==> src/rtl/core/mcf_pkg.sv <==
// shared types and constants for the motor command channel with failsafe
package mcf_pkg;

    localparam logic [1:0] OP_SET_SPEED = 2'd0;
    localparam logic [1:0] OP_STOP      = 2'd1;
    localparam logic [1:0] OP_TICK      = 2'd2;

    localparam logic [1:0] KIND_SERVO   = 2'd0;
    localparam logic [1:0] KIND_HBRIDGE = 2'd1;

    localparam logic [1:0] ACT_NONE    = 2'd0;
    localparam logic [1:0] ACT_SERVO   = 2'd1;
    localparam logic [1:0] ACT_HBRIDGE = 2'd2;

    localparam logic [2:0] REG_MOTOR_KIND   = 3'd0;
    localparam logic [2:0] REG_INVERT_DIR   = 3'd1;
    localparam logic [2:0] REG_SPEED_CAP    = 3'd2;
    localparam logic [2:0] REG_PULSE_MIN    = 3'd3;
    localparam logic [2:0] REG_PULSE_MAX    = 3'd4;
    localparam logic [2:0] REG_PULSE_NEUTRAL = 3'd5;
    localparam logic [2:0] REG_TIMEOUT      = 3'd6;
    localparam logic [2:0] REG_BRAKE_ON     = 3'd7;

    localparam logic [2:0] MODE_NONE    = 3'd0;
    localparam logic [2:0] MODE_REFUSE  = 3'd1;
    localparam logic [2:0] MODE_STOP    = 3'd2;
    localparam logic [2:0] MODE_SERVO   = 3'd3;
    localparam logic [2:0] MODE_HBRIDGE = 3'd4;

    localparam logic [12:0] FULL_SPEED = 13'd4096;
    localparam logic signed [23:0] CAP_SCALE = 24'sd100;

    // floor(x / 100) = (x * RECIP_100) >> RECIP_SHIFT for x below 2^31
    localparam logic [31:0] RECIP_100   = 32'd2748779070;
    localparam int          RECIP_SHIFT = 38;

    localparam logic [15:0] PULSE_MIN_RESET     = 16'd1000;
    localparam logic [15:0] PULSE_MAX_RESET     = 16'd2000;
    localparam logic [15:0] PULSE_NEUTRAL_RESET = 16'd1500;

    typedef struct packed {
        logic [1:0]         op;
        logic signed [15:0] speed;
        logic [31:0]        time_ms;
    } mcf_in_t;

    typedef struct packed {
        logic        status;
        logic [1:0]  action;
        logic [15:0] pulse_us;
        logic        dir_forward;
        logic        brake;
        logic [12:0] duty;
        logic        timed_out;
    } mcf_out_t;

endpackage

==> src/rtl/core/motor_command_with_failsafe_top.sv <==
// motor command channel: servo pulse or h-bridge drive with a failsafe watchdog
//
// One transaction in gives one transaction out. The block takes a new input
// in every cycle unless in_stall is high; a result passes through the input
// register, product register and result register in turn, a depth set by the
// servo path of a speed-times-span multiply followed by a reciprocal multiply
// for the divide by 100 of the capped offset. Stages advance independently,
// so a bubble is filled while a result waits on out_stall. The watchdog
// compares the millisecond time of each tick with the time of the last
// command or timeout stop, held in one register updated in input order.
// Configuration writes are always taken (cfg_ready is held high) and must only
// arrive while the block is idle.
module motor_command_with_failsafe_top
(
    input  logic              clk,
    input  logic              rst_n,
    input  logic              in_valid,
    output logic              in_stall,
    input  mcf_pkg::mcf_in_t  in_data,
    output logic              out_valid,
    input  logic              out_stall,
    output mcf_pkg::mcf_out_t out_data,
    input  logic              cfg_valid,
    output logic              cfg_ready,
    input  logic [2:0]        cfg_index,
    input  logic [31:0]       cfg_data
);
    import mcf_pkg::*;

    logic [1:0]  motor_kind_reg;
    logic        invert_dir_reg;
    logic [15:0] speed_cap_reg;
    logic [15:0] pulse_min_reg;
    logic [15:0] pulse_max_reg;
    logic [15:0] pulse_neutral_reg;
    logic [31:0] timeout_reg;
    logic        brake_on_reg;
    logic [31:0] last_time_reg;

    logic     a_valid_reg;
    mcf_in_t  a_data_reg;

    logic        b_valid_reg;
    logic [2:0]  b_mode_reg;
    logic        b_timed_out_reg;
    logic        b_neg_reg;
    logic        b_use_cap_reg;
    logic [31:0] b_prod_speed_reg;
    logic [30:0] b_prod_cap_reg;
    logic        b_dir_reg;
    logic [12:0] b_duty_reg;

    logic     out_valid_reg;
    mcf_out_t out_data_reg;

    logic en_out;
    logic en_b;
    logic en_a;

    // stage a
    logic signed [16:0] s_a;
    logic [16:0]        mag_a;
    logic [15:0]        diff_a;
    logic [14:0]        span_a;
    logic [31:0]        prod_speed_a;
    logic [30:0]        prod_cap_a;
    logic signed [23:0] speed100_a;
    logic signed [29:0] speed100_ext_a;
    logic signed [29:0] cap_scaled_a;
    logic               cap_hi_a;
    logic               cap_lo_a;
    logic               neg_a;
    logic [12:0]        duty_a;
    logic [31:0]        elapsed_a;
    logic               tick_to_a;
    logic [2:0]         mode_a;
    logic               update_time_a;

    // stage b
    logic [62:0]        recip_prod_b;
    logic [24:0]        delta_b;
    logic signed [26:0] us_b;
    logic signed [26:0] us_lo_b;
    logic signed [26:0] us_clamped_b;
    mcf_out_t           result_b;

    assign en_out    = !out_valid_reg || !out_stall;
    assign en_b      = !b_valid_reg || en_out;
    assign en_a      = !a_valid_reg || en_b;
    assign in_stall  = !en_a;
    assign out_valid = out_valid_reg;
    assign out_data  = out_data_reg;
    assign cfg_ready = 1'b1;

    // configuration registers
    always_ff @(posedge clk or negedge rst_n)
    begin
        if (!rst_n)
        begin
            motor_kind_reg    <= KIND_SERVO;
            invert_dir_reg    <= 1'b0;
            speed_cap_reg     <= '0;
            pulse_min_reg     <= PULSE_MIN_RESET;
            pulse_max_reg     <= PULSE_MAX_RESET;
            pulse_neutral_reg <= PULSE_NEUTRAL_RESET;
            timeout_reg       <= '0;
            brake_on_reg      <= 1'b0;
        end
        else if (cfg_valid && cfg_ready)
        begin
            unique case (cfg_index)
                REG_MOTOR_KIND:    motor_kind_reg    <= cfg_data[1:0];
                REG_INVERT_DIR:    invert_dir_reg    <= cfg_data[0];
                REG_SPEED_CAP:     speed_cap_reg     <= cfg_data[15:0];
                REG_PULSE_MIN:     pulse_min_reg     <= cfg_data[15:0];
                REG_PULSE_MAX:     pulse_max_reg     <= cfg_data[15:0];
                REG_PULSE_NEUTRAL: pulse_neutral_reg <= cfg_data[15:0];
                REG_TIMEOUT:       timeout_reg       <= cfg_data;
                REG_BRAKE_ON:      brake_on_reg      <= cfg_data[0];
                default:           ;
            endcase
        end
    end

    always_comb
    begin
        s_a = {a_data_reg.speed[15], a_data_reg.speed};
        if (invert_dir_reg)
        begin
            s_a = -s_a;
        end
        mag_a  = s_a[16] ? 17'(-s_a) : 17'(s_a);
        diff_a = pulse_max_reg - pulse_min_reg;
        span_a = (pulse_max_reg >= pulse_min_reg) ? diff_a[15:1] : '0;

        prod_speed_a = {15'b0, mag_a} * {17'b0, span_a};
        prod_cap_a   = {15'b0, speed_cap_reg} * {16'b0, span_a};

        speed100_a     = $signed({{7{s_a[16]}}, s_a}) * CAP_SCALE;
        speed100_ext_a = {{6{speed100_a[23]}}, speed100_a};
        cap_scaled_a   = $signed({2'b00, speed_cap_reg, 12'b0});
        cap_hi_a = (speed_cap_reg != '0) && (speed100_ext_a > cap_scaled_a);
        cap_lo_a = (speed_cap_reg != '0) && (speed100_ext_a < -cap_scaled_a);
        neg_a    = cap_hi_a ? 1'b0 : (cap_lo_a ? 1'b1 : s_a[16]);

        duty_a = (mag_a > {4'b0, FULL_SPEED}) ? FULL_SPEED : mag_a[12:0];

        elapsed_a = a_data_reg.time_ms - last_time_reg;
        tick_to_a = (timeout_reg != '0) && (elapsed_a > timeout_reg);

        mode_a        = MODE_NONE;
        update_time_a = 1'b0;
        unique case (a_data_reg.op)
            OP_SET_SPEED:
            begin
                if (motor_kind_reg == KIND_SERVO)
                begin
                    mode_a        = MODE_SERVO;
                    update_time_a = 1'b1;
                end
                else if (motor_kind_reg == KIND_HBRIDGE)
                begin
                    mode_a        = MODE_HBRIDGE;
                    update_time_a = 1'b1;
                end
                else
                begin
                    mode_a = MODE_REFUSE;
                end
            end
            OP_STOP:
            begin
                mode_a        = MODE_STOP;
                update_time_a = 1'b1;
            end
            OP_TICK:
            begin
                if (tick_to_a)
                begin
                    mode_a        = MODE_STOP;
                    update_time_a = 1'b1;
                end
            end
            default: ;
        endcase
    end

    // input register and command time
    always_ff @(posedge clk or negedge rst_n)
    begin
        if (!rst_n)
        begin
            a_valid_reg   <= 1'b0;
            last_time_reg <= '0;
        end
        else
        begin
            if (en_a)
            begin
                a_valid_reg <= in_valid;
            end
            if (a_valid_reg && en_b && update_time_a)
            begin
                last_time_reg <= a_data_reg.time_ms;
            end
        end
    end

    always_ff @(posedge clk)
    begin
        if (en_a && in_valid)
        begin
            a_data_reg <= in_data;
        end
    end

    // product register
    always_ff @(posedge clk or negedge rst_n)
    begin
        if (!rst_n)
        begin
            b_valid_reg <= 1'b0;
        end
        else if (en_b)
        begin
            b_valid_reg <= a_valid_reg;
        end
    end

    always_ff @(posedge clk)
    begin
        if (en_b && a_valid_reg)
        begin
            b_mode_reg       <= mode_a;
            b_timed_out_reg  <= (a_data_reg.op == OP_TICK) && tick_to_a;
            b_neg_reg        <= neg_a;
            b_use_cap_reg    <= cap_hi_a || cap_lo_a;
            b_prod_speed_reg <= prod_speed_a;
            b_prod_cap_reg   <= prod_cap_a;
            b_dir_reg        <= !s_a[16];
            b_duty_reg       <= duty_a;
        end
    end

    always_comb
    begin
        recip_prod_b = 63'(b_prod_cap_reg) * 63'(RECIP_100);
        delta_b      = b_use_cap_reg ? recip_prod_b[62:RECIP_SHIFT]
                                     : {5'b0, b_prod_speed_reg[31:12]};
        us_b = b_neg_reg ? $signed({11'b0, pulse_neutral_reg}) - $signed({2'b0, delta_b})
                         : $signed({11'b0, pulse_neutral_reg}) + $signed({2'b0, delta_b});
        us_lo_b = (us_b < $signed({11'b0, pulse_min_reg})) ?
                  $signed({11'b0, pulse_min_reg}) : us_b;
        us_clamped_b = (us_lo_b > $signed({11'b0, pulse_max_reg})) ?
                       $signed({11'b0, pulse_max_reg}) : us_lo_b;

        result_b           = '0;
        result_b.timed_out = b_timed_out_reg;
        case (b_mode_reg)
            MODE_REFUSE:
            begin
                result_b.status = 1'b1;
            end
            MODE_STOP:
            begin
                if (motor_kind_reg == KIND_SERVO && pulse_neutral_reg != '0)
                begin
                    result_b.action   = ACT_SERVO;
                    result_b.pulse_us = pulse_neutral_reg;
                end
                else if (motor_kind_reg == KIND_HBRIDGE)
                begin
                    result_b.action      = ACT_HBRIDGE;
                    result_b.dir_forward = 1'b1;
                end
            end
            MODE_SERVO:
            begin
                result_b.action   = ACT_SERVO;
                result_b.pulse_us = us_clamped_b[15:0];
            end
            MODE_HBRIDGE:
            begin
                result_b.action      = ACT_HBRIDGE;
                result_b.dir_forward = b_dir_reg;
                result_b.brake       = brake_on_reg;
                result_b.duty        = b_duty_reg;
            end
            default: ;
        endcase
    end

    // result register
    always_ff @(posedge clk or negedge rst_n)
    begin
        if (!rst_n)
        begin
            out_valid_reg <= 1'b0;
        end
        else if (en_out)
        begin
            out_valid_reg <= b_valid_reg;
        end
    end

    always_ff @(posedge clk)
    begin
        if (en_out && b_valid_reg)
        begin
            out_data_reg <= result_b;
        end
    end

endmodule
==> config.mk <==
export PLATFORM = sky130hd
export DESIGN_NAME = motor_command_with_failsafe_top
export DESIGN_NICKNAME = d
export VERILOG_FILES = /design/src/rtl/core/mcf_pkg.sv /design/src/rtl/core/motor_command_with_failsafe_top.sv
export SDC_FILE = /design/constraint.sdc
export NUM_CORES = 2
export LEC_CHECK = 0
export BUFFER_PORTS_ARGS = -buffer_cell sky130_fd_sc_hd__clkbuf_2
export CAP_MARGIN = 20
export CORE_ASPECT_RATIO = 2
export CORE_MARGIN = 1
export CORE_UTILIZATION = 55
export DETAILED_ROUTE_END_ITERATION = 6
export PLACE_DENSITY = 0.75
export SLEW_MARGIN = 20
export SYNTH_ARGS = -nofsm -noshare
export SYNTH_HDL_FRONTEND = slang
export SYNTH_SLANG_ARGS = --single-unit
==> constraint.sdc <==
create_clock -name clk -period 15.9 [get_ports clk]
set_input_delay 0 -clock clk [delete_from_list [all_inputs] [get_ports clk]]
set_output_delay 0 -clock clk [all_outputs]
set_load 0.01 [all_outputs]
# --- After elaboration in Yosys (flattened, before gate mapping) ---
# Cells that the tools add are included.
totals:
  regBits: 303
  inputBits: 90
  word_cells: 119
op_classes:
  add_sub_neg: 7
  mul: 4
  order_cmp: 7
  n_eq_ne: 14
  mux: 24
  n_reduce_logical: 33
ops:
  columns: ["operator", "n"]
  rows:
  - ["$mul A31 B31 Y62 const B", 1]
  - ["$mux W27", 2]
  - ["$mux W17", 2]
  - ["$gt A32 B32 Y1", 1]
  - ["$mul A17 B15 Y32", 1]
  - ["$mux W16", 2]
  - ["$pmux W16 S2", 1]
  - ["$reduce_bool A16 Y1", 2]
  - ["$reduce_bool A32 Y1", 1]
  - ["$sub A32 B32 Y32", 1]
  - ["$mul A16 B15 Y31", 1]
  - ["$lt A24 B30 Y1", 1]
  - ["$neg A28 Y30", 1]
  - ["$gt A24 B29 Y1", 1]
  - ["$gt A27 B17 Y1", 1]
  - ["$lt A27 B17 Y1", 1]
  - ["$add A16 B25 Y26", 1]
  - ["$sub A16 B25 Y26", 1]
  - ["$mux W25", 1]
  - ["$mul A17 B6 Y22 const B", 1]
  - ["$gt A17 B13 Y1 const B", 1]
  - ["$neg A16 Y17", 1]
  - ["$neg A17 Y17", 1]
  - ["$ge A16 B16 Y1", 1]
  - ["20 further kinds", 61]

# --- Depth between registers and ports, before layout ---
depth:
  ltp_word: 9
  depth_mapped: 65

# --- Worst setup path before layout ---
# No wires, ideal clock.
synth_path:
  path_type: "register to register"
  from: "reg b_prod_cap_reg[16]"
  to: "reg out_data_reg (netlist bit out_data[30]), data pin"
  setup_ps: 288
  arrival_time_ps: 12878
  required_time_ps: 15612
  slack_ps: 2734
  path_stages_with_launch: 56
  n_path_buf: 3
  synth_period_minus_slack_ps: 13166
  cell_sequence: "edfxtp_1 > ha_1 > inv_1 > fa_1 > inv_1 > fa_1 > fa_1 > fa_1 > fa_1 > fa_1 > inv_1 > fa_1 > inv_1 > ha_1 > a21oi_1 > a21oi_1 > or3_1 > nand4bb_4 > [... 20 more ...] > clkinv_1 > mux2_2 > ha_1 > nor2b_1 > o21a_1 > o21a_1 > o21a_1 > o21a_1 > o21a_1 > o21a_1 > o21ai_0 > a211oi_1 > o221ai_1 > a21oi_1 > o21bai_1 > or2_4 > buf_8 > o311ai_2"
synth_lines:
  columns: ["element", "line", "rtl"]
  rows:
  - ["start: declaration", "motor_command_with_failsafe_top.sv:49", "logic [30:0] b_prod_cap_reg;"]
  - ["start signal: assignment", "motor_command_with_failsafe_top.sv:239", "b_prod_cap_reg <= prod_cap_a;"]
  - ["end signal: assignment", "motor_command_with_failsafe_top.sv:310", "out_data_reg <= result_b;"]
  - ["end: declaration", "motor_command_with_failsafe_top.sv:54", "mcf_out_t out_data_reg;"]

==> results.json <==
{
  "path_buf_inv": 5,
  "dr.pass1.iters": 6,
  "grt_max_degree": 74,
  "cp-start-kind": "flop",
  "routedWlPerCell_um": 26.90,
  "drcViolationCount": 0,
  "holdPathEnd": "a_data_reg[10]$_DFFE_PP_",
  "antenna_found_initial": 10,
  "fin_skew_ps": 19.91,
  "reg2reg_to": "out_data[18]$_DFFE_PP_",
  "synth_xor_area_frac": 0.03152,
  "synth_nets": 7177,
  "critPathMaxStageDelay_ps": 700,
  "max_slew.worst_pin.slew_ps": 1220,
  "cts.repair.resized": 0,
  "ant_nets": 0,
  "post_cts_buffers": 0,
  "setup_ws_ps": 569.5,
  "setup_tns_ps": 0,
  "rows": 160,
  "multiInputGateArea_mm2": 0.03939,
  "seq_area_mm2": 0.008087,
  "crit_fanout": 16,
  "r2r_start": "b_prod_cap_reg[21]$_DFFE_PP_",
  "cp_top_family": "adder cells",
  "cts.reportedPaths.clkPinSlew_ps": 80,
  "layout_common_cells": "inv_1, ha_1, fa_1, nand2_1, nor2_1",
  "relSlewSlack": 0.1802,
  "die_area_mm2": 0.09681,
  "finalCriticalPeriod_ps": 15330,
  "finalNonFillerCells": 6925,
  "start_util": 0.5535,
  "grt-ovfl-total": 0,
  "grt_pass1_vias": 46210,
  "synth_seq_cells": 291,
  "drive_gt1_frac": 0.08028,
  "avgSynthCellArea_um2": 9.548,
  "fill_cells": 8181,
  "yosysWarnings": 0,
  "slew_violations": 0,
  "largest_register_ffs": 50,
  "synth_top_family_by_area": "adder cells",
  "ys_types": 99,
  "fin_crit_sh": 0.9642,
  "die_h_um": 439.0,
  "fp.dieW_um": 220.5,
  "whs_path_depth": 2,
  "min_from": "in_data[10]",
  "grt_first_pass_wirelength_mm": 278.9,
  "cts_made_buffers": 28,
  "final_common_cell": "inv_1",
  "rsz0062_at_grt": "false",
  "clk_latency_ps": 630,
  "fin_nets": 7359,
  "synth_area_mm2": 0.05252,
  "preCtsSetupSlack_ps": 1177,
  "port_buffers": 126,
  "io_pins": 128,
  "drtIter0Drc": 2527,
  "area_delta_synth_final_pct": 8.071,
  "critical_path_class": "reg -> reg",
  "yosysSeqAreaShare": 0.1540,
  "clock-root-buffer": "clkbuf_16",
  "synthFlopType": "edfxtp_1",
  "async_flop_share": 0.4639,
  "synth-edff-count": 156,
  "muxShareOfSynthArea": 0.02687,
  "slowest_stage": "ha_1",
  "synthAdderAreaFrac": 0.4873,
  "via_count": 41750,
  "r2r_cells": 51,
  "max_freq_ghz": 0.06523,
  "clk_path_buf_depth": 3,
  "cp_common_cell": "fa_1",
  "dp_cells": 6772,
  "track_usage": 0.4007,
  "min_path_type": "in -> reg",
  "synth_compound_area_frac": 0.08697,
  "htreeDepth": 1,
  "synth_simple_gate_area_share": 0.1153,
  "dp_hpwl_mm": 149.5,
  "crit_arrival_ps": 15670,
  "syn_inst": 5501,
  "finalWirelength_mm": 186.3,
  "core_mm2": 0.09489,
  "status": "finished, final reports clean",
  "place.gp.congestion": 1.074,
  "viasPerCell": 6.029,
  "cts_num_sinks": 291,
  "required_ps": 16240,
  "r2r_slack_ps": 570,
  "cts_tree": "built",
  "setup_viol": 0,
  "maxCapViolations": 0,
  "finalHoldViolCount": 0,
  "crit_path_end_kind": "flop"
}
## per-layer routing
| metal | up-vias | share of wire | track usage |
|---|---|---|---|
| li1 | 18170 | - | - |
| met2 | 1976 | 0.51 | 0.7059 |
| met5 | - | 0.00045 | 0 |
| met1 | 20540 | 0.28 | 0.3371 |
| met3 | 1061 | 0.071 | 0.1058 |
| met4 | 8 | 0.14 | 0.4447 |
## layout make-up
| class | instances | area share |
|---|---|---|
| clock buffers | 37 | 0.01384 |
| multi-input cells | 3848 | 0.6940 |
| diodes | 5 | 0.0002204 |
| well taps | 1215 | 0.02678 |
| clock inverters | 15 | 0.003791 |
| flip-flops and latches | 291 | 0.1425 |
| repair buffers | 295 | 0.03829 |
| inverters | 1219 | 0.08061 |
## worst max path at each step
stage	slack [ps]	depth (start not counted)	to	from
final	570	51	out_data[18]$_DFFE_PP_	b_prod_cap_reg[21]$_DFFE_PP_
after global routing	130	51	out_data[18]$_DFFE_PP_	b_prod_cap_reg[21]$_DFFE_PP_
after detailed placement	1180	51	out_data[17]$_DFFE_PP_	b_prod_cap_reg[17]$_DFFE_PP_
after global placement	1300	51	out_data[31]$_DFFE_PP_	b_prod_cap_reg[12]$_DFFE_PP_
after floorplan	2730	55	out_data[30]$_DFFE_PP_	b_prod_cap_reg[16]$_DFFE_PP_
after CTS	1140	51	out_data[18]$_DFFE_PP_	b_prod_cap_reg[17]$_DFFE_PP_
## cells in the mapped netlist, types with 33 or more instances
cell	count	area, um2
dfrtp_1	116	2903
edfxtp_1	156	4684
nand2b_1	40	250.2
fa_1	766	15330
and2_1	39	244.0
nor2b_1	38	237.7
xor2_1	51	446.7
o21ai_0	154	770.7
nand4_1	76	475.5
a21oi_1	180	900.9
o21a_1	54	405.4
inv_1	1208	4534
xnor2_1	138	1209
nor2_1	324	1216
clkbuf_1	123	461.7
ha_1	820	10260
mux2_2	116	1306
and3_1	34	212.7
nand3_1	53	265.3
nand2_1	458	1719
nor4_1	37	231.5
a21o_1	47	352.8
nor3_1	76	380.4
o211ai_1	33	247.7
## metrics by stage
| step | util | area (um2) | hold WS [ps] |
|---|---|---|---|
| floorplan | - | 52520 | -295.6 |
| global placement | 0.5767 | 54720 | 33.94 |
| detailed placement | 0.5767 | 54720 | 33.55 |
| CTS | 0.5974 | 56690 | 68.77 |
| global route | 0.5981 | 56750 | 99.82 |
| finish | 0.5982 | 56760 | 94.95 |
## what timing repair did
item / 4_1_cts / 5_1_grt
hold endpoints to repair: 206 / 0
hold buffers: 95 / 0
endpoints found under the setup margin: 0 / 0
## kinds of logic (layout without fill, tap and decap cells)
logic type | after synthesis | after routing
muxes | 126 | 126
buffers and inverters | 1362 | 1566
AOI/OAI and AO/OA | 677 | 677
DFF | 291 | 291
other | 1 | 6
xor gates and xnor gates | 189 | 189
and+or+nand+nor | 1269 | 1269
adders and majority gates | 1586 | 1586
Power is left out: the tool's default activity adds up to more than one toggle a clock period on the data nets, which glitch-free logic cannot reach.
